## config.mk

```make
export PLATFORM = sky130hd
export DESIGN_NAME = lru_page_replacement_unit
export DESIGN_NICKNAME = d
export VERILOG_FILES = /design/src/lrupr_pkg.sv /design/src/lru_page_replacement_unit.sv /design/src/lrupr_ram.sv /design/src/lrupr_ctrl.sv /design/src/lrupr_datapath.sv
export SDC_FILE = /design/constraint.sdc
export NUM_CORES = 1
export LEC_CHECK = 0
export BUFFER_PORTS_ARGS = -buffer_cell sky130_fd_sc_hd__buf_4
export CORE_AREA = 4 4 154 268
export DETAILED_ROUTE_END_ITERATION = 10
export DIE_AREA = 0 0 158 272
export PLACE_DENSITY = 0.88
export SYNTH_ARGS = -nofsm -noshare
export SYNTH_HDL_FRONTEND = slang
export SYNTH_SLANG_ARGS = --single-unit
export TNS_END_PERCENT = 1
```

## constraint.sdc

```tcl
create_clock -name clk -period 9.9 [get_ports clk]
set_clock_uncertainty 0.15 [all_clocks]
set_input_delay 0.495 -clock clk [delete_from_list [all_inputs] [get_ports clk]]
set_output_delay 0.495 -clock clk [all_outputs]
set_load 0.03 [all_outputs]
```

## src/lrupr_pkg.sv

```systemverilog
package lrupr_pkg;

    // Default sizing
    localparam int FRAMES_DEFAULT     = 16;
    localparam int PAGE_WIDTH_DEFAULT = 16;

    // Fixed field widths
    localparam int CFG_W           = 5;
    localparam int FRAME_INDEX_W   = 4;
    localparam int FAULT_COUNT_W   = 32;

    // Reset value of the active frame count
    localparam logic [CFG_W-1:0] FRAMES_IN_USE_RESET = 5'd4;

    // Commands from the controller to the datapath
    typedef struct packed {
        logic start;   // latch the request and clear the scan results
        logic issue;   // read the next frame and advance the walk
        logic commit;  // apply the update and load the result register
    } cmd_t;

    // Status from the datapath to the controller
    typedef struct packed {
        logic issue_last;  // the frame being read is the last active one
        logic out_free;    // the result register can take a new result
    } status_t;

endpackage

```

## src/lru_page_replacement_unit.sv

```systemverilog
// Channel   Direction  Handshake            Payload
// cfg       in         cfg_valid/cfg_ready  cfg_data (frames_in_use, 5 bits)
// in        in         in_valid/in_ready    page
// out       out        out_valid/out_ready  fault, frame_index, evicted_valid,
//                                           evicted_page, fault_count
//
// A request walks the n active frames, n being the active frame count after
// clamping: one shared comparator walks the page RAM one frame a cycle, then
// the drain state lets the last read land and the update state commits.
// Reset clears the valid bits, ranks, fill count and fault counter at once;
// the page RAM holds no reset state. The next request is taken while a result
// waits; a stalled result holds the commit, and with it the next request.
// Configuration writes are taken every cycle.
module lru_page_replacement_unit #(
    parameter int FRAMES     = lrupr_pkg::FRAMES_DEFAULT,
    parameter int PAGE_WIDTH = lrupr_pkg::PAGE_WIDTH_DEFAULT
) (
    input  logic                                clk,
    input  logic                                rst_n,
    input  logic                                cfg_valid,
    output logic                                cfg_ready,
    input  logic [lrupr_pkg::CFG_W-1:0]         cfg_data,
    input  logic                                in_valid,
    output logic                                in_ready,
    input  logic [PAGE_WIDTH-1:0]               page,
    output logic                                out_valid,
    input  logic                                out_ready,
    output logic                                fault,
    output logic [lrupr_pkg::FRAME_INDEX_W-1:0] frame_index,
    output logic                                evicted_valid,
    output logic [PAGE_WIDTH-1:0]               evicted_page,
    output logic [lrupr_pkg::FAULT_COUNT_W-1:0] fault_count
);

    logic [lrupr_pkg::CFG_W-1:0] frames_in_use_reg;
    lrupr_pkg::cmd_t             cmd;
    lrupr_pkg::status_t          status;

    // Hold the active frame count
    always_ff @(posedge clk or negedge rst_n)
    begin
        if (!rst_n)
        begin
            frames_in_use_reg <= lrupr_pkg::FRAMES_IN_USE_RESET;
        end
        else if (cfg_valid)
        begin
            frames_in_use_reg <= cfg_data;
        end
    end

    assign cfg_ready = 1'b1;

    lrupr_ctrl u_ctrl (
        .clk      (clk),
        .rst_n    (rst_n),
        .in_valid (in_valid),
        .in_ready (in_ready),
        .status   (status),
        .cmd      (cmd)
    );

    lrupr_datapath #(
        .FRAMES     (FRAMES),
        .PAGE_WIDTH (PAGE_WIDTH)
    ) u_datapath (
        .clk           (clk),
        .rst_n         (rst_n),
        .cmd           (cmd),
        .status        (status),
        .frames_in_use (frames_in_use_reg),
        .page          (page),
        .out_valid     (out_valid),
        .out_ready     (out_ready),
        .fault         (fault),
        .frame_index   (frame_index),
        .evicted_valid (evicted_valid),
        .evicted_page  (evicted_page),
        .fault_count   (fault_count)
    );

endmodule

```

## src/lrupr_ram.sv

```systemverilog
module lrupr_ram #(
    parameter int WIDTH = 16,
    parameter int DEPTH = 16
) (
    input  logic                                  clk,
    input  logic                                  we,
    input  logic [(DEPTH > 1 ? $clog2(DEPTH) : 1)-1:0] waddr,
    input  logic [WIDTH-1:0]                      wdata,
    input  logic [(DEPTH > 1 ? $clog2(DEPTH) : 1)-1:0] raddr,
    output logic [WIDTH-1:0]                      rdata
);

    logic [WIDTH-1:0] mem_reg [DEPTH];
    logic [WIDTH-1:0] rdata_reg;

    // Write one entry, read one entry with registered data
    always_ff @(posedge clk)
    begin
        if (we)
        begin
            mem_reg[waddr] <= wdata;
        end
        rdata_reg <= mem_reg[raddr];
    end

    assign rdata = rdata_reg;

endmodule

```

## src/lrupr_ctrl.sv

```systemverilog
module lrupr_ctrl (
    input  logic               clk,
    input  logic               rst_n,
    input  logic               in_valid,
    output logic               in_ready,
    input  lrupr_pkg::status_t status,
    output lrupr_pkg::cmd_t    cmd
);

    localparam logic [1:0] S_IDLE   = 2'd0;
    localparam logic [1:0] S_SCAN   = 2'd1;
    localparam logic [1:0] S_DRAIN  = 2'd2;
    localparam logic [1:0] S_UPDATE = 2'd3;

    logic [1:0] state_reg;
    logic [1:0] state_next;

    // Sequence one request: walk the active frames, drain the read, commit
    always_comb
    begin
        state_next = state_reg;
        cmd        = '0;
        in_ready   = 1'b0;
        case (state_reg)
            S_IDLE:
            begin
                in_ready = 1'b1;
                if (in_valid)
                begin
                    cmd.start  = 1'b1;
                    state_next = S_SCAN;
                end
            end
            S_SCAN:
            begin
                cmd.issue = 1'b1;
                if (status.issue_last)
                begin
                    state_next = S_DRAIN;
                end
            end
            S_DRAIN:
            begin
                state_next = S_UPDATE;
            end
            S_UPDATE:
            begin
                if (status.out_free)
                begin
                    cmd.commit = 1'b1;
                    state_next = S_IDLE;
                end
            end
            default:
            begin
                state_next = S_IDLE;
            end
        endcase
    end

    always_ff @(posedge clk or negedge rst_n)
    begin
        if (!rst_n)
        begin
            state_reg <= S_IDLE;
        end
        else
        begin
            state_reg <= state_next;
        end
    end

    // A read issued in the walk is always followed by its compare cycle
    a_issue_then_scan_or_drain: assert property (@(posedge clk) disable iff (!rst_n)
        cmd.issue |=> (state_reg == S_SCAN || state_reg == S_DRAIN))
        else $error("walk left before the last compare");

    // Only the idle state takes a request
    a_start_from_idle: assert property (@(posedge clk) disable iff (!rst_n)
        cmd.start |=> (state_reg == S_SCAN))
        else $error("request accepted without starting the walk");

    // Commit only into a free result register
    a_commit_free: assert property (@(posedge clk) disable iff (!rst_n)
        cmd.commit |-> status.out_free)
        else $error("result overwritten before transfer");

endmodule

```

## src/lrupr_datapath.sv

```systemverilog
module lrupr_datapath #(
    parameter int FRAMES     = lrupr_pkg::FRAMES_DEFAULT,
    parameter int PAGE_WIDTH = lrupr_pkg::PAGE_WIDTH_DEFAULT
) (
    input  logic                                clk,
    input  logic                                rst_n,
    input  lrupr_pkg::cmd_t                     cmd,
    output lrupr_pkg::status_t                  status,
    input  logic [lrupr_pkg::CFG_W-1:0]         frames_in_use,
    input  logic [PAGE_WIDTH-1:0]               page,
    output logic                                out_valid,
    input  logic                                out_ready,
    output logic                                fault,
    output logic [lrupr_pkg::FRAME_INDEX_W-1:0] frame_index,
    output logic                                evicted_valid,
    output logic [PAGE_WIDTH-1:0]               evicted_page,
    output logic [lrupr_pkg::FAULT_COUNT_W-1:0] fault_count
);

    localparam int FW     = (FRAMES > 1) ? $clog2(FRAMES) : 1;
    localparam int RANK_W = FW;
    localparam int CW     = $clog2(FRAMES + 1);
    localparam logic [FW-1:0] LAST_MAX = FW'(FRAMES - 1);
    localparam logic [lrupr_pkg::FAULT_COUNT_W-1:0] FAULT_MAX = '1;

    // Request and walk control
    logic [PAGE_WIDTH-1:0] req_reg;
    logic [FW-1:0]         last_reg;
    logic [FW-1:0]         issue_idx_reg;
    logic                  cmp_live_reg;
    logic [FW-1:0]         cmp_idx_reg;

    // Scan results
    logic                  hit_found_reg;
    logic [FW-1:0]         hit_idx_reg;
    logic [RANK_W-1:0]     hit_rank_reg;
    logic                  empty_found_reg;
    logic [FW-1:0]         empty_idx_reg;
    logic [FW-1:0]         best_idx_reg;
    logic [RANK_W-1:0]     best_rank_reg;
    logic [PAGE_WIDTH-1:0] best_page_reg;

    // Frame state
    logic [FRAMES-1:0]     valid_reg;
    logic [FRAMES-1:0]     valid_next;
    logic [RANK_W-1:0]     rank_reg  [FRAMES];
    logic [RANK_W-1:0]     rank_next [FRAMES];
    logic [CW-1:0]         vcount_reg;
    logic [CW-1:0]         vcount_next;
    logic [lrupr_pkg::FAULT_COUNT_W-1:0] faults_reg;
    logic [lrupr_pkg::FAULT_COUNT_W-1:0] faults_next;

    // Result register
    logic                  out_valid_reg;
    logic                  fault_reg;
    logic [FW-1:0]         frame_reg;
    logic                  evicted_valid_reg;
    logic [PAGE_WIDTH-1:0] evicted_page_reg;
    logic [lrupr_pkg::FAULT_COUNT_W-1:0] fault_count_reg;

    logic [PAGE_WIDTH-1:0] ram_rdata;
    logic [FW-1:0]         last_sel;
    logic                  cmp_valid;
    logic [RANK_W-1:0]     cmp_rank;
    logic                  do_evict;
    logic                  do_touch;
    logic [FW-1:0]         target;
    logic [RANK_W-1:0]     old_rank;

    // Page store
    lrupr_ram #(
        .WIDTH (PAGE_WIDTH),
        .DEPTH (FRAMES)
    ) u_page_ram (
        .clk   (clk),
        .we    (cmd.commit && !hit_found_reg),
        .waddr (target),
        .wdata (req_reg),
        .raddr (issue_idx_reg),
        .rdata (ram_rdata)
    );

    // Clamp the active frame count to one..FRAMES, held as a last index
    always_comb
    begin
        if (frames_in_use == '0)
        begin
            last_sel = '0;
        end
        else if (32'(frames_in_use) > 32'(FRAMES))
        begin
            last_sel = LAST_MAX;
        end
        else
        begin
            last_sel = FW'(frames_in_use - 5'd1);
        end
    end

    assign cmp_valid = valid_reg[cmp_idx_reg];
    assign cmp_rank  = rank_reg[cmp_idx_reg];

    // Walk the frames and track first match, first empty and least recent
    always_ff @(posedge clk or negedge rst_n)
    begin
        if (!rst_n)
        begin
            issue_idx_reg   <= '0;
            cmp_live_reg    <= 1'b0;
            hit_found_reg   <= 1'b0;
            empty_found_reg <= 1'b0;
        end
        else
        begin
            cmp_live_reg <= cmd.issue;
            if (cmd.start)
            begin
                issue_idx_reg   <= '0;
                hit_found_reg   <= 1'b0;
                empty_found_reg <= 1'b0;
            end
            else if (cmd.issue)
            begin
                issue_idx_reg <= issue_idx_reg + 1'b1;
            end
            if (cmp_live_reg)
            begin
                if (!hit_found_reg && cmp_valid && ram_rdata == req_reg)
                begin
                    hit_found_reg <= 1'b1;
                end
                if (!empty_found_reg && !cmp_valid)
                begin
                    empty_found_reg <= 1'b1;
                end
            end
        end
    end

    // Capture the payload of the walk
    always_ff @(posedge clk)
    begin
        if (cmd.start)
        begin
            req_reg  <= page;
            last_reg <= last_sel;
        end
        if (cmd.issue)
        begin
            cmp_idx_reg <= issue_idx_reg;
        end
        if (cmp_live_reg)
        begin
            if (!hit_found_reg && cmp_valid && ram_rdata == req_reg)
            begin
                hit_idx_reg  <= cmp_idx_reg;
                hit_rank_reg <= cmp_rank;
            end
            if (!empty_found_reg && !cmp_valid)
            begin
                empty_idx_reg <= cmp_idx_reg;
            end
            if (cmp_idx_reg == '0 || cmp_rank < best_rank_reg)
            begin
                best_idx_reg  <= cmp_idx_reg;
                best_rank_reg <= cmp_rank;
                best_page_reg <= ram_rdata;
            end
        end
    end

    assign status.issue_last = (issue_idx_reg == last_reg);
    assign status.out_free   = !out_valid_reg || out_ready;

    // Choose the frame to use and whether it moves to most recent
    always_comb
    begin
        do_evict = !hit_found_reg && !empty_found_reg;
        do_touch = hit_found_reg || do_evict;
        if (hit_found_reg)
        begin
            target   = hit_idx_reg;
            old_rank = hit_rank_reg;
        end
        else if (empty_found_reg)
        begin
            target   = empty_idx_reg;
            old_rank = best_rank_reg;
        end
        else
        begin
            target   = best_idx_reg;
            old_rank = best_rank_reg;
        end
    end

    // Work out the new ranks, valid bits and counters
    always_comb
    begin
        valid_next  = valid_reg;
        vcount_next = vcount_reg;
        faults_next = faults_reg;
        for (int i = 0; i < FRAMES; i++)
        begin
            rank_next[i] = rank_reg[i];
        end
        if (cmd.commit)
        begin
            if (do_touch)
            begin
                for (int i = 0; i < FRAMES; i++)
                begin
                    if (valid_reg[i] && rank_reg[i] > old_rank)
                    begin
                        rank_next[i] = rank_reg[i] - 1'b1;
                    end
                end
                rank_next[target] = RANK_W'(vcount_reg - 1'b1);
            end
            else
            begin
                rank_next[target]  = RANK_W'(vcount_reg);
                valid_next[target] = 1'b1;
                vcount_next        = vcount_reg + 1'b1;
            end
            if (!hit_found_reg && faults_reg != FAULT_MAX)
            begin
                faults_next = faults_reg + 1'b1;
            end
        end
    end

    always_ff @(posedge clk or negedge rst_n)
    begin
        if (!rst_n)
        begin
            valid_reg  <= '0;
            vcount_reg <= '0;
            faults_reg <= '0;
            for (int i = 0; i < FRAMES; i++)
            begin
                rank_reg[i] <= '0;
            end
        end
        else
        begin
            valid_reg  <= valid_next;
            vcount_reg <= vcount_next;
            faults_reg <= faults_next;
            for (int i = 0; i < FRAMES; i++)
            begin
                rank_reg[i] <= rank_next[i];
            end
        end
    end

    // Hold the result until its transfer
    always_ff @(posedge clk or negedge rst_n)
    begin
        if (!rst_n)
        begin
            out_valid_reg <= 1'b0;
        end
        else if (cmd.commit)
        begin
            out_valid_reg <= 1'b1;
        end
        else if (out_ready)
        begin
            out_valid_reg <= 1'b0;
        end
    end

    always_ff @(posedge clk)
    begin
        if (cmd.commit)
        begin
            fault_reg         <= !hit_found_reg;
            frame_reg         <= target;
            evicted_valid_reg <= do_evict;
            evicted_page_reg  <= do_evict ? best_page_reg : '0;
            fault_count_reg   <= faults_next;
        end
    end

    assign out_valid     = out_valid_reg;
    assign fault         = fault_reg;
    assign frame_index   = lrupr_pkg::FRAME_INDEX_W'(frame_reg);
    assign evicted_valid = evicted_valid_reg;
    assign evicted_page  = evicted_page_reg;
    assign fault_count   = fault_count_reg;

    // The fill count tracks the valid bits
    a_vcount: assert property (@(posedge clk) disable iff (!rst_n)
        $countones(valid_reg) == 32'(vcount_reg))
        else $error("fill count out of step with valid bits");

    // A commit always offers a result next cycle
    a_commit_out: assert property (@(posedge clk) disable iff (!rst_n)
        cmd.commit |=> out_valid_reg)
        else $error("committed result not offered");

    // An eviction is always a fault
    a_evict_fault: assert property (@(posedge clk) disable iff (!rst_n)
        (out_valid_reg && evicted_valid_reg) |-> fault_reg)
        else $error("eviction reported on a hit");

endmodule

```

# Word-level counts from Yosys, hierarchy flattened
# Memories as Yosys holds them, arrays and structs flattened. A register that Yosys moved wholly into a read port is not among the register bits.
# Index checks and enable logic that the tools add are counted.
# W data, S select, Z words.
# classes
n_addsub	21
order_cmp	24
eq_ne	9
n_mux	88
n_bitwise	4
reduce_logical	41
# ops
operator	n
$mux W4	57
$bwmux W64	2
$sub A4 B1 Y4 const B	18
$gt A4 B4 Y1	16
$mux W32	2
$mux W64	1
$add A32 B1 Y32 const B	1
$ne A32 B32 Y1 const B	1
$logic_and A1 B1 Y1	24
$mux W1	18
$bmux W4 S4	1
$demux W4 S4	1
$eq A16 B16 Y1	1
$or A16 B16 Y16	1
$ge A5 B5 Y1 const B	2
$lt A4 B5 Y1 const B	2
$not A4 Y5	2
$pmux W2 S4	1
$reduce_and A2 Y1	4
$mux W2	3
$ne A2 B2 Y1 const B	3
$add A5 B1 Y5 const B	1
$gt A5 B5 Y1 const B	1
$logic_not A5 Y1	1
16 further kinds	23
# totals
regBits	246
ramBits	256
out_inout_bits	57
wordCells	228
n_memories	1
# mem_list
name	words	width	rd	rd_ports_with_merged_regs	write_ports	line	rtl
u_datapath.u_page_ram.mem_reg	16	16	1	1	1	lrupr_ram.sv:13	logic [WIDTH-1:0] mem_reg [DEPTH];

# Longest topological paths before layout
# Gate-level depths: netlist of the first run.
# depth
ltp_word	9
depth_mapped	10
mapped_depth_nobuf	8

# By module
# A second synthesis of the first run with hierarchy kept.
# unflattened
hier_cells	1588
hier_area_um2	23437.5
# modules_own_cells
module	n_inst	cells_per_inst	area_each_um2	seq_area_each_um2
lrupr_datapath	1	1127	13032.5	6526.3
lrupr_ram	1	432	10042.1	8007.7
lru_page_replacement_unit	1	12	193.9	126.4
lrupr_ctrl	1	17	168.9	50.0

# Least setup slack after synthesis of the first run
# No wires, ideal clock.
# synth_timing
path_type	register to register
from	register u_datapath.cmp_idx_reg[1]
to	register u_datapath.best_idx_reg[0] (enable)
setup_time_ps	382
arrival_time_ps	3776
slack_ps	5592
path_stages_with_launch	9
path_buffers	2
synth_period_minus_slack_ps	4308
cell_sequence	edfxtp_1 -> clkbuf_1 -> clkbuf_1 -> mux4_2 -> mux4_2 -> ha_1 -> or4b_1 -> a31oi_1 -> o21a_1
# synth_between
elab_chain_len	7
word_cells_on_any_way	8
cone_classes	order compare: 1; mux: 3; bitwise: 1; reduce/logical: 3
# synth_rtl
item	line	rtl
start, declared	lrupr_datapath.sv:31	logic [FW-1:0] cmp_idx_reg;
start signal, assigned	lrupr_datapath.sv:150	cmp_idx_reg <= issue_idx_reg;
$not A4 Y5 (not written as such)	lrupr_datapath.sv:101	assign cmp_rank = rank_reg[cmp_idx_reg];
$bmux W4 S4	lrupr_datapath.sv:101	
$mux W4 (not written as such) (2 in series)	lrupr_datapath.sv:101	
net u_datapath.cmp_rank[2]	lrupr_datapath.sv:64	logic [RANK_W-1:0] cmp_rank;
$lt A4 B4 Y1	lrupr_datapath.sv:163	if (cmp_idx_reg == '0 || cmp_rank < best_rank_reg)
$logic_or A1 B1 Y1	lrupr_datapath.sv:163	
$reduce_and A2 Y1 (no line)	--	
end signal, assigned	lrupr_datapath.sv:165	best_idx_reg <= cmp_idx_reg;
end, declared	lrupr_datapath.sv:39	logic [FW-1:0] best_idx_reg;
# The timed path passes the listed nets, and every way through them passes these cells. The select of a mux whose other input is x is not followed.
# A chain may end at the register's enable or synchronous reset.

# Worst setup path in the final report of the first run
# layout_timing
from	register u_datapath.hit_found_reg
to	register u_datapath.rank_reg[15] (netlist bit)
# layout_between
elab_chain_len	8
word_cells_on_any_way	19
cone_classes	order compare: 3; mux: 10; bitwise: 1; reduce/logical: 5
# layout_rtl
item	line	rtl
start, declared	lrupr_datapath.sv:34	logic hit_found_reg;
start signal, assigned	lrupr_datapath.sv:110	hit_found_reg <= 1'b0;
start signal, assigned	lrupr_datapath.sv:119	hit_found_reg <= 1'b0;
start signal, assigned	lrupr_datapath.sv:130	hit_found_reg <= 1'b1;
$mux W4	lrupr_datapath.sv:180	if (hit_found_reg)
$not A4 Y5 (not written as such) / $gt A4 B4 Y1 (equally long branches)	lrupr_datapath.sv:218, lrupr_datapath.sv:222, lrupr_datapath.sv:213	
$ge A5 B5 Y1 (not written as such) (tied with other cells)	lrupr_datapath.sv:218, lrupr_datapath.sv:222	
$logic_and A1 B1 Y1 (not written as such) / $mux W4 (equally long branches)	lrupr_datapath.sv:218, lrupr_datapath.sv:222, lrupr_datapath.sv:213	
$mux W4, on equally long branches	lrupr_datapath.sv:218, lrupr_datapath.sv:222, lrupr_datapath.sv:209	
$demux W4 S4 / $mux W4 (equally long branches)	lrupr_datapath.sv:218, lrupr_datapath.sv:222, lrupr_datapath.sv:207	
$bwmux W64, on equally long branches	lrupr_datapath.sv:222, lrupr_datapath.sv:218	
$mux W64 (*)	lrupr_datapath.sv:209	if (do_touch)
end signal, assigned by index	lrupr_datapath.sv:252	rank_reg[i] <= rank_next[i];
end, declared	lrupr_datapath.sv:46	logic [RANK_W-1:0] rank_reg [FRAMES];
# Mark *: on every way between the ends. The rest lies on a longest branch, timed or not. The select of a mux whose other input is x is not followed.

==> reports/metrics.csv, run 1 <==
metric,value,unit
largest_register_ffs,256,
io_pins,83,
cp-end-kind,flop,
clk_latency,0.58,ns
fin_nets,1781,
power_density,317.4,mW/mm2
synthFlopType,edfxtp_1,
vias_per_cell,6.811,
fmax,260.7,MHz
fin_crit,3.836,ns
p_switching,3.179,mW
dpl-instance-area,0.02446,mm2
cap_violations,0,
syn_to_final_growth,12.46,%
die_h,272,um
grt_usage,28.67,%
seq_area_frac_synth,63.28,%
core,0.03904,mm2
hold_start,cfg_data[3],
critPathLaunch,u_datapath.hit_found_reg$_DFF_PN0_,
yosys_warnings,0,
critPathLaunchType,flop,
r2r_start,u_datapath.hit_found_reg$_DFF_PN0_,
cts_setup_buffers,0,
synth_edf_count,370,
worstPathMaxFanout,18,
dr.first_iter.drc_count,1564,
rows,96,
intPower,5.119,mW
cp.required,10.19,ns
holdBufCountCts,20,
fin_crit_sh,38.74,%
num_vias,14902,
synth_cell_type_count,64,
grt_pass1_vias,15411,
p_clk_share,21.3,%
cts_root_buf,clkbuf_16,
grt_pass1_wl,92.39,mm
hold_viol,0,
ys_ff_latch,517,
synthTopCellsByArea,"edfxtp_1 (48%), dfrtp_1 (14%), mux4_2 (9.5%)",
comb_power_share,37.8,%
syn_inst,1551,
die-area,0.04298,mm2
gp_congestion,0.9524,
drive_above_1_share,18.14,%
cts_resized,0,
numCtsBuffers,44,
drc,0,
status,"complete, no violations",
final_max_slew_viol_count,0,
die_x,158,um
max-vdd-ir-drop,233.3,uV
seqPwrFrac,40.9,%
path_clk_slew,0.06,ns
wl_per_cell,27.77,um
clk_path_buf_depth,3,
sw_frac_of_total,38.30,%
synth_fp_nets,1669,
cts_tree,done,
slew_headroom,8.047,%
rsz0062_at_grt,false,
setup-violations-final,0,
antenna_found_initial,1,
grt_max_degree,70,
hold_class,input pin to flop,
io_buffers,81,
fin_setup_tns,0,ns
worstPathArrival,4.12,ns
cts_max_level,2,
syn_area,0.02325,mm2
place_hpwl,38.27,mm
stdcell_area,0.02614,mm2
start_util,59.55,%
first_pass_iters,8,
antenna_cells,0,
p_leak,9.512,nW
async_flop_share,25.34,%
synth.avg_cell_area,14.99,um2
ant_nets,0,
wl,60.77,mm
yosys.area.top_type,edfxtp_1,
synth_top_area_share,47.80,%
criticalPathCategory,flop to flop,
worstMarginPinSlew,1.374,ns
cts_num_sinks,517,
overflow,0,
[layer usage]
layer,routed length (um),GRT usage (%),up-vias,part of all wire (%)
met5,0,0,-,0
met4,5261,19.68,0,8.7
met3,4268,4.277,292,7.0
li1,-,-,6284,-
met1,20080,33.62,7446,33
met2,31160,48.15,880,51
[metrics by stage]
step	hold WS [ns]	utilization, %	std cells	power, mW	setup WS [ns]
2_1_floorplan	0.04941	-	1551	5.378	5.592
3_3_place_gp	0.2855	62.67	2087	6.307	6.133
3_5_place_dp	0.2865	62.67	2087	6.459	6.007
4_1_cts	0.0004612	66.97	2188	8.258	6.009
5_1_grt	0.03012	66.97	2188	8.660	5.792
6_report	0.01129	66.97	2188	8.298	6.064
[critical path, stage by stage, from the launching register on]
cell and delay [ns]:
dfrtp_1 0.79, mux2i_1 0.97, buf_4 0.35, ha_1 0.27, nand4_1 0.11, nand3_1 0.09, a21oi_1 0.31, and2_1 0.25
a21oi_1 0.06, o32a_1 0.35
[power by group through the flow]
stage                     Clock, mW  Combinational, mW  Sequential [mW]
after global routing           1.88               3.35             3.42
after floorplan                   0               2.05             3.33
after global placement            0               2.94             3.37
final                          1.77               3.14             3.39
after CTS                      1.79               3.10             3.37
after detailed placement          0               3.06             3.40
[kinds of logic (layout without fill, tap and decap cells)]
group,after synthesis,in the layout,synth area share [%]
DFF,517,517,63.28
and+or+nand+nor,320,320,7.056
AOI/OAI and AO/OA,284,284,8.278
buffers and inverters,129,276,2.207
muxes,120,120,10.89
adders and majority gates,92,92,4.952
xor gates and xnor gates,88,88,3.316
other,1,1,0.01613
[synthesized netlist by cell type, types with 37 or more instances]
library cell,number
a21oi_1,78
clkbuf_1,47
dfrtp_1,130
edfxtp_1,370
ha_1,92
inv_1,59
mux4_2,98
nand2_1,68
nand4_1,47
nor2_1,66
o21ai_0,37
xnor2_1,43
xor2_1,45
[placed cells by master, fill, tap and decap left out, types with 34 or more instances in the layout]
cell	synthesis	routed
a21oi_1	78	78
inv_1	59	58
dfrtp_1	130	128
buf_4	2	114
ha_1	92	92
xor2_1	45	45
edfxtp_1	370	370
nand4_1	47	47
mux4_2	98	98
xnor2_1	43	41
nand2_1	68	67
clkbuf_16	0	45
nand3_1	34	34
o21ai_0	37	37
nor2_1	66	66
[area by class of cell]
cell class | count | area (um2)
clock inverters | 21 | 235.2
fillers | 2494 | 12890
repair buffers | 135 | 1067
multi-input cells | 905 | 8044
clock buffers | 60 | 1242
inverters | 60 | 225.2
well taps | 490 | 613.1
flip-flops and latches | 517 | 14720
[final timing paths]
check                                                          to  slack (ns)  depth (start not counted)
setup / recovery              u_datapath.rank_reg[15]$_DFFE_PN0P_        6.06                          9
hold / removal                   frames_in_use_reg[3]$_DFFE_PN0P_        0.01                          3
setup reg to reg              u_datapath.rank_reg[15]$_DFFE_PN0P_        6.06                          9
min in group asynchronous        frames_in_use_reg[1]$_DFFE_PN0P_        0.33                          2
max in group asynchronous      u_datapath.faults_reg[5]$_DFF_PN0_        7.87                          3
hold reg to reg            u_datapath.best_page_reg[14]$_DFFE_PP_        0.31                          0
(Power assumes the default switching activity.)
==> inputs of run 2 (changes only) <==
--- a/config.mk
+++ b/config.mk
@@ -5,10 +5,11 @@
 export SDC_FILE = /design/constraint.sdc
 export NUM_CORES = 1
 export LEC_CHECK = 0
+export ABC_AREA = 1
 export BUFFER_PORTS_ARGS = -buffer_cell sky130_fd_sc_hd__buf_4
-export CORE_AREA = 4 4 154 268
+export CORE_AREA = 4 4 159 277
 export DETAILED_ROUTE_END_ITERATION = 10
-export DIE_AREA = 0 0 158 272
+export DIE_AREA = 0 0 163 281
 export PLACE_DENSITY = 0.88
 export SYNTH_ARGS = -nofsm -noshare
 export SYNTH_HDL_FRONTEND = slang
==> constraint.sdc (replaced) <==
create_clock -name clk -period 3.6 [get_ports clk]
set_clock_uncertainty 0.15 [all_clocks]
set_input_delay 0.18 -clock clk [delete_from_list [all_inputs] [get_ports clk]]
set_output_delay 0.18 -clock clk [all_outputs]
set_load 0.03 [all_outputs]
==> reports/metrics.csv, run 2 <==
metric,value,unit,change
yosys.area.top_type,edfxtp_1,,unchanged
grt_pass1_vias,19203,,"was 15,411"
synthFlopType,edfxtp_1,,unchanged
async_flop_share,25.34,%,unchanged
clk_path_buf_depth,3,,unchanged
wl_per_cell,22.22,um,was 27.77 um
power_density,919.1,mW/mm2,was 317.4 mW/mm2
max-vdd-ir-drop,506.5,uV,was 233.3 uV
critPathLaunchType,flop,,unchanged
gp_congestion,1.022,,was 0.9524
critPathBufInv,3,,was 1
cp.required,3.71,ns,was 10.19 ns
die_h,281,um,was 272 um
synth.avg_cell_area,10.24,um2,was 14.99 um2
dpl-instance-area,0.02625,mm2,was 0.02446 mm2
cts_max_level,2,,unchanged
syn_to_final_growth,13.02,%,was 12.46%
largest_register_ffs,256,,unchanged
seq_area_frac_synth,59.13,%,was 63.28%
rsz0062_at_grt,false,,unchanged
status,"complete, no violations",,unchanged
synth_edf_count,370,,unchanged
cts_resized,0,,unchanged
cts_root_buf,clkbuf_16,,unchanged
reg2reg_to,u_datapath.best_page_reg[0]$_DFFE_PP_,,was u_datapath.rank_reg[15]$_DFFE_PN0P_
syn_area,0.02488,mm2,was 0.02325 mm2
io_pins,83,,unchanged
setup-violations-final,0,,unchanged
stdcell_area,0.02812,mm2,was 0.02614 mm2
first_pass_iters,6,,was 8
core,0.04162,mm2,was 0.03904 mm2
worstMarginPinSlew,1.164,ns,was 1.374 ns
worstPathMaxFanout,39,,was 18
syn_inst,2430,,"was 1,551"
synth_fp_nets,2548,,"was 1,669"
rows,99,,was 96
r2r_start,u_datapath.cmp_idx_reg[0]$_DFFE_PP_,,was u_datapath.hit_found_reg$_DFF_PN0_
final_max_slew_viol_count,0,,unchanged
hold_viol,0,,unchanged
fillerInstances,3025,,"was 2,494"
start_util,59.78,%,was 59.55%
synthTopCellsByArea,"edfxtp_1 (45%), dfrtp_1 (13%), nand2_1 (5.6%)",,"was edfxtp_1 (48%), dfrtp_1 (14%), mux4_2 (9.5%)"
place_hpwl,47.06,mm,was 38.27 mm
antenna_cells,0,,unchanged
path_depth,12,,was 9
dr.first_iter.drc_count,1803,,"was 1,564"
drc,0,,unchanged
io_buffers,81,,unchanged
synth_cell_type_count,53,,was 64
synth_top_area_share,44.66,%,was 47.80%
fin_crit_sh,86.55,%,was 38.74%
crit_family,buffers and inverters,,was multiplexers
grt_usage,30.21,%,was 28.67%
synth_common_cells,"edfxtp_1 (370), nand2_1 (370), nor2_1 (290)",,"was edfxtp_1 (370), dfrtp_1 (130), mux4_2 (98)"
clk_latency,0.61,ns,was 0.58 ns
grt_max_degree,113,,was 70
wl,69.92,mm,was 60.77 mm
holdBufCountCts,34,,was 20
grt_pass1_wl,106.0,mm,was 92.39 mm
cp-end-kind,flop,,unchanged
antenna_found_initial,0,,was 1
criticalPathCategory,flop to flop,,unchanged
drive_above_1_share,11.92,%,was 18.14%
worst_path_max_delay_cell,edfxtp_1,,was mux2i_1
final_cell_mix,"nand2_1 (370), edfxtp_1 (370), nor2_1 (290)",,"was edfxtp_1 (370), dfrtp_1 (128), buf_4 (114)"
yosys_warnings,0,,unchanged
cts_setup_buffers,0,,unchanged
worstPathArrival,3.22,ns,was 4.12 ns
cts_tree,done,,unchanged
path_clk_slew,0.06,ns,about the same
worstPathCellList,inv_1 > buf_4 > a21oi_1 > o21ai_0 > o211ai_1 > nand3_1 > nand3_1 > ha_1 > a21oi_1 > nand2_1 > a21oi_2 > buf_4,,was mux2i_1 > buf_4 > ha_1 > nand4_1 > nand3_1 > a21oi_1 > and2_1 > a21oi_1 > o32a_1
utilization,67.56,%,was 66.97%
slowest_delay,0.55,ns,was 0.97 ns
die-area,0.04580,mm2,was 0.04298 mm2
ys_ff_latch,517,,unchanged
num_vias,19319,,"was 14,902"
p_leak,11.15,nW,was 9.512 nW
crit_path_end,u_datapath.best_page_reg[0]$_DFFE_PP_,,was u_datapath.rank_reg[15]$_DFFE_PN0P_
critPathLaunch,u_datapath.cmp_idx_reg[0]$_DFFE_PP_,,was u_datapath.hit_found_reg$_DFF_PN0_
overflow,0,,unchanged
slew_headroom,22.38,%,was 8.047%
numCtsBuffers,47,,was 44
fmax,320.9,MHz,was 260.7 MHz
cts_num_sinks,517,,unchanged
cap_violations,0,,unchanged
hold_class,input pin to async pin,,was input pin to flop
die_x,163,um,was 158 um
r2r_cells,12,,was 9
r2r_slack,0.48,ns,was 6.06 ns
fin_crit,3.116,ns,was 3.836 ns
vias_per_cell,6.139,,was 6.811
ant_nets,0,,unchanged
fin_nets,2671,,"was 1,781"
[run 2: cell type report]
type,instances,area (um2),area share [%]
sequential,517,14720,52.34
multi-input combinational,1596,8924,31.74
timing repair buffer,167,1405,4.997
clock buffer,60,1265,4.499
inverter,224,854.6,3.039
tap,555,694.4,2.470
clock inverter,28,257.7,0.9167
[run 2: cell families after synthesis]
family / synth area share (%)
XOR/XNOR: 2.464
AO/OA/AOI/OAI: 12.82
flip-flops: 59.13
AND/OR/NAND/NOR: 15.88
multiplexers: 0.04526
buffers and inverters: 5.019
adder cells (fa/ha/maj): 4.627
other: 0.01507
[run 2: layer usage]
| metal | vias to the layer above | GRT usage [%] | part of all wire, % |
|---|---|---|---|
| li1 | 8709 | - | - |
| met1 | 9262 | 32.68 | 33 |
| met2 | 1041 | 54.38 | 52 |
| met3 | 307 | 3.800 | 7.0 |
| met4 | 0 | 20.84 | 8.1 |
| met5 | - | 0 | 0 |
[run 2: power breakdown]
group / switching [mW] / total [mW] / internal (mW)
sequential: 1.24 / 9.21 / 7.97
clock: 2.27 / 4.94 / 2.67
combinational: 7.95 / 11.7 / 3.74
[run 2: how the worst min path moves through the flow]
stage          slack [ns]     from                                   to
6_report             0.11    rst_n  u_datapath.rank_reg[56]$_DFFE_PN0P_
5_1_grt              0.17  page[9]      u_datapath.req_reg[9]$_DFFE_PP_
4_1_cts              0.13  page[9]      u_datapath.req_reg[9]$_DFFE_PP_
3_5_place_dp         0.18    rst_n  u_datapath.rank_reg[56]$_DFFE_PN0P_
3_3_place_gp         0.18    rst_n  u_datapath.rank_reg[57]$_DFFE_PN0P_
2_1_floorplan       -0.27    rst_n     frames_in_use_reg[0]$_DFFE_PN0P_
[run 2: per-stage QoR]
step	setup WS (ns)	setup TNS, ns	power [mW]	hold WS [ns]	std cells
floorplan	-0.1041	-0.3691	16.72	-0.2656	2430
global placement	0.6111	0	20.18	0.1759	3025
detailed placement	0.5498	0	20.71	0.1829	3025
CTS	0.5442	0	25.70	0.1292	3147
global route	0.2977	0	27.31	0.1686	3147
finish	0.4842	0	25.84	0.1090	3147
[run 2: worst reg2reg max path, cell delays in order (launching register included)]
cell      delay (ns)
edfxtp_1        0.55
inv_1           0.11
buf_4           0.33
a21oi_1         0.11
o21ai_0         0.08
o211ai_1        0.10
nand3_1         0.13
nand3_1         0.20
ha_1            0.36
a21oi_1         0.14
nand2_1         0.08
a21oi_2         0.11
buf_4           0.32
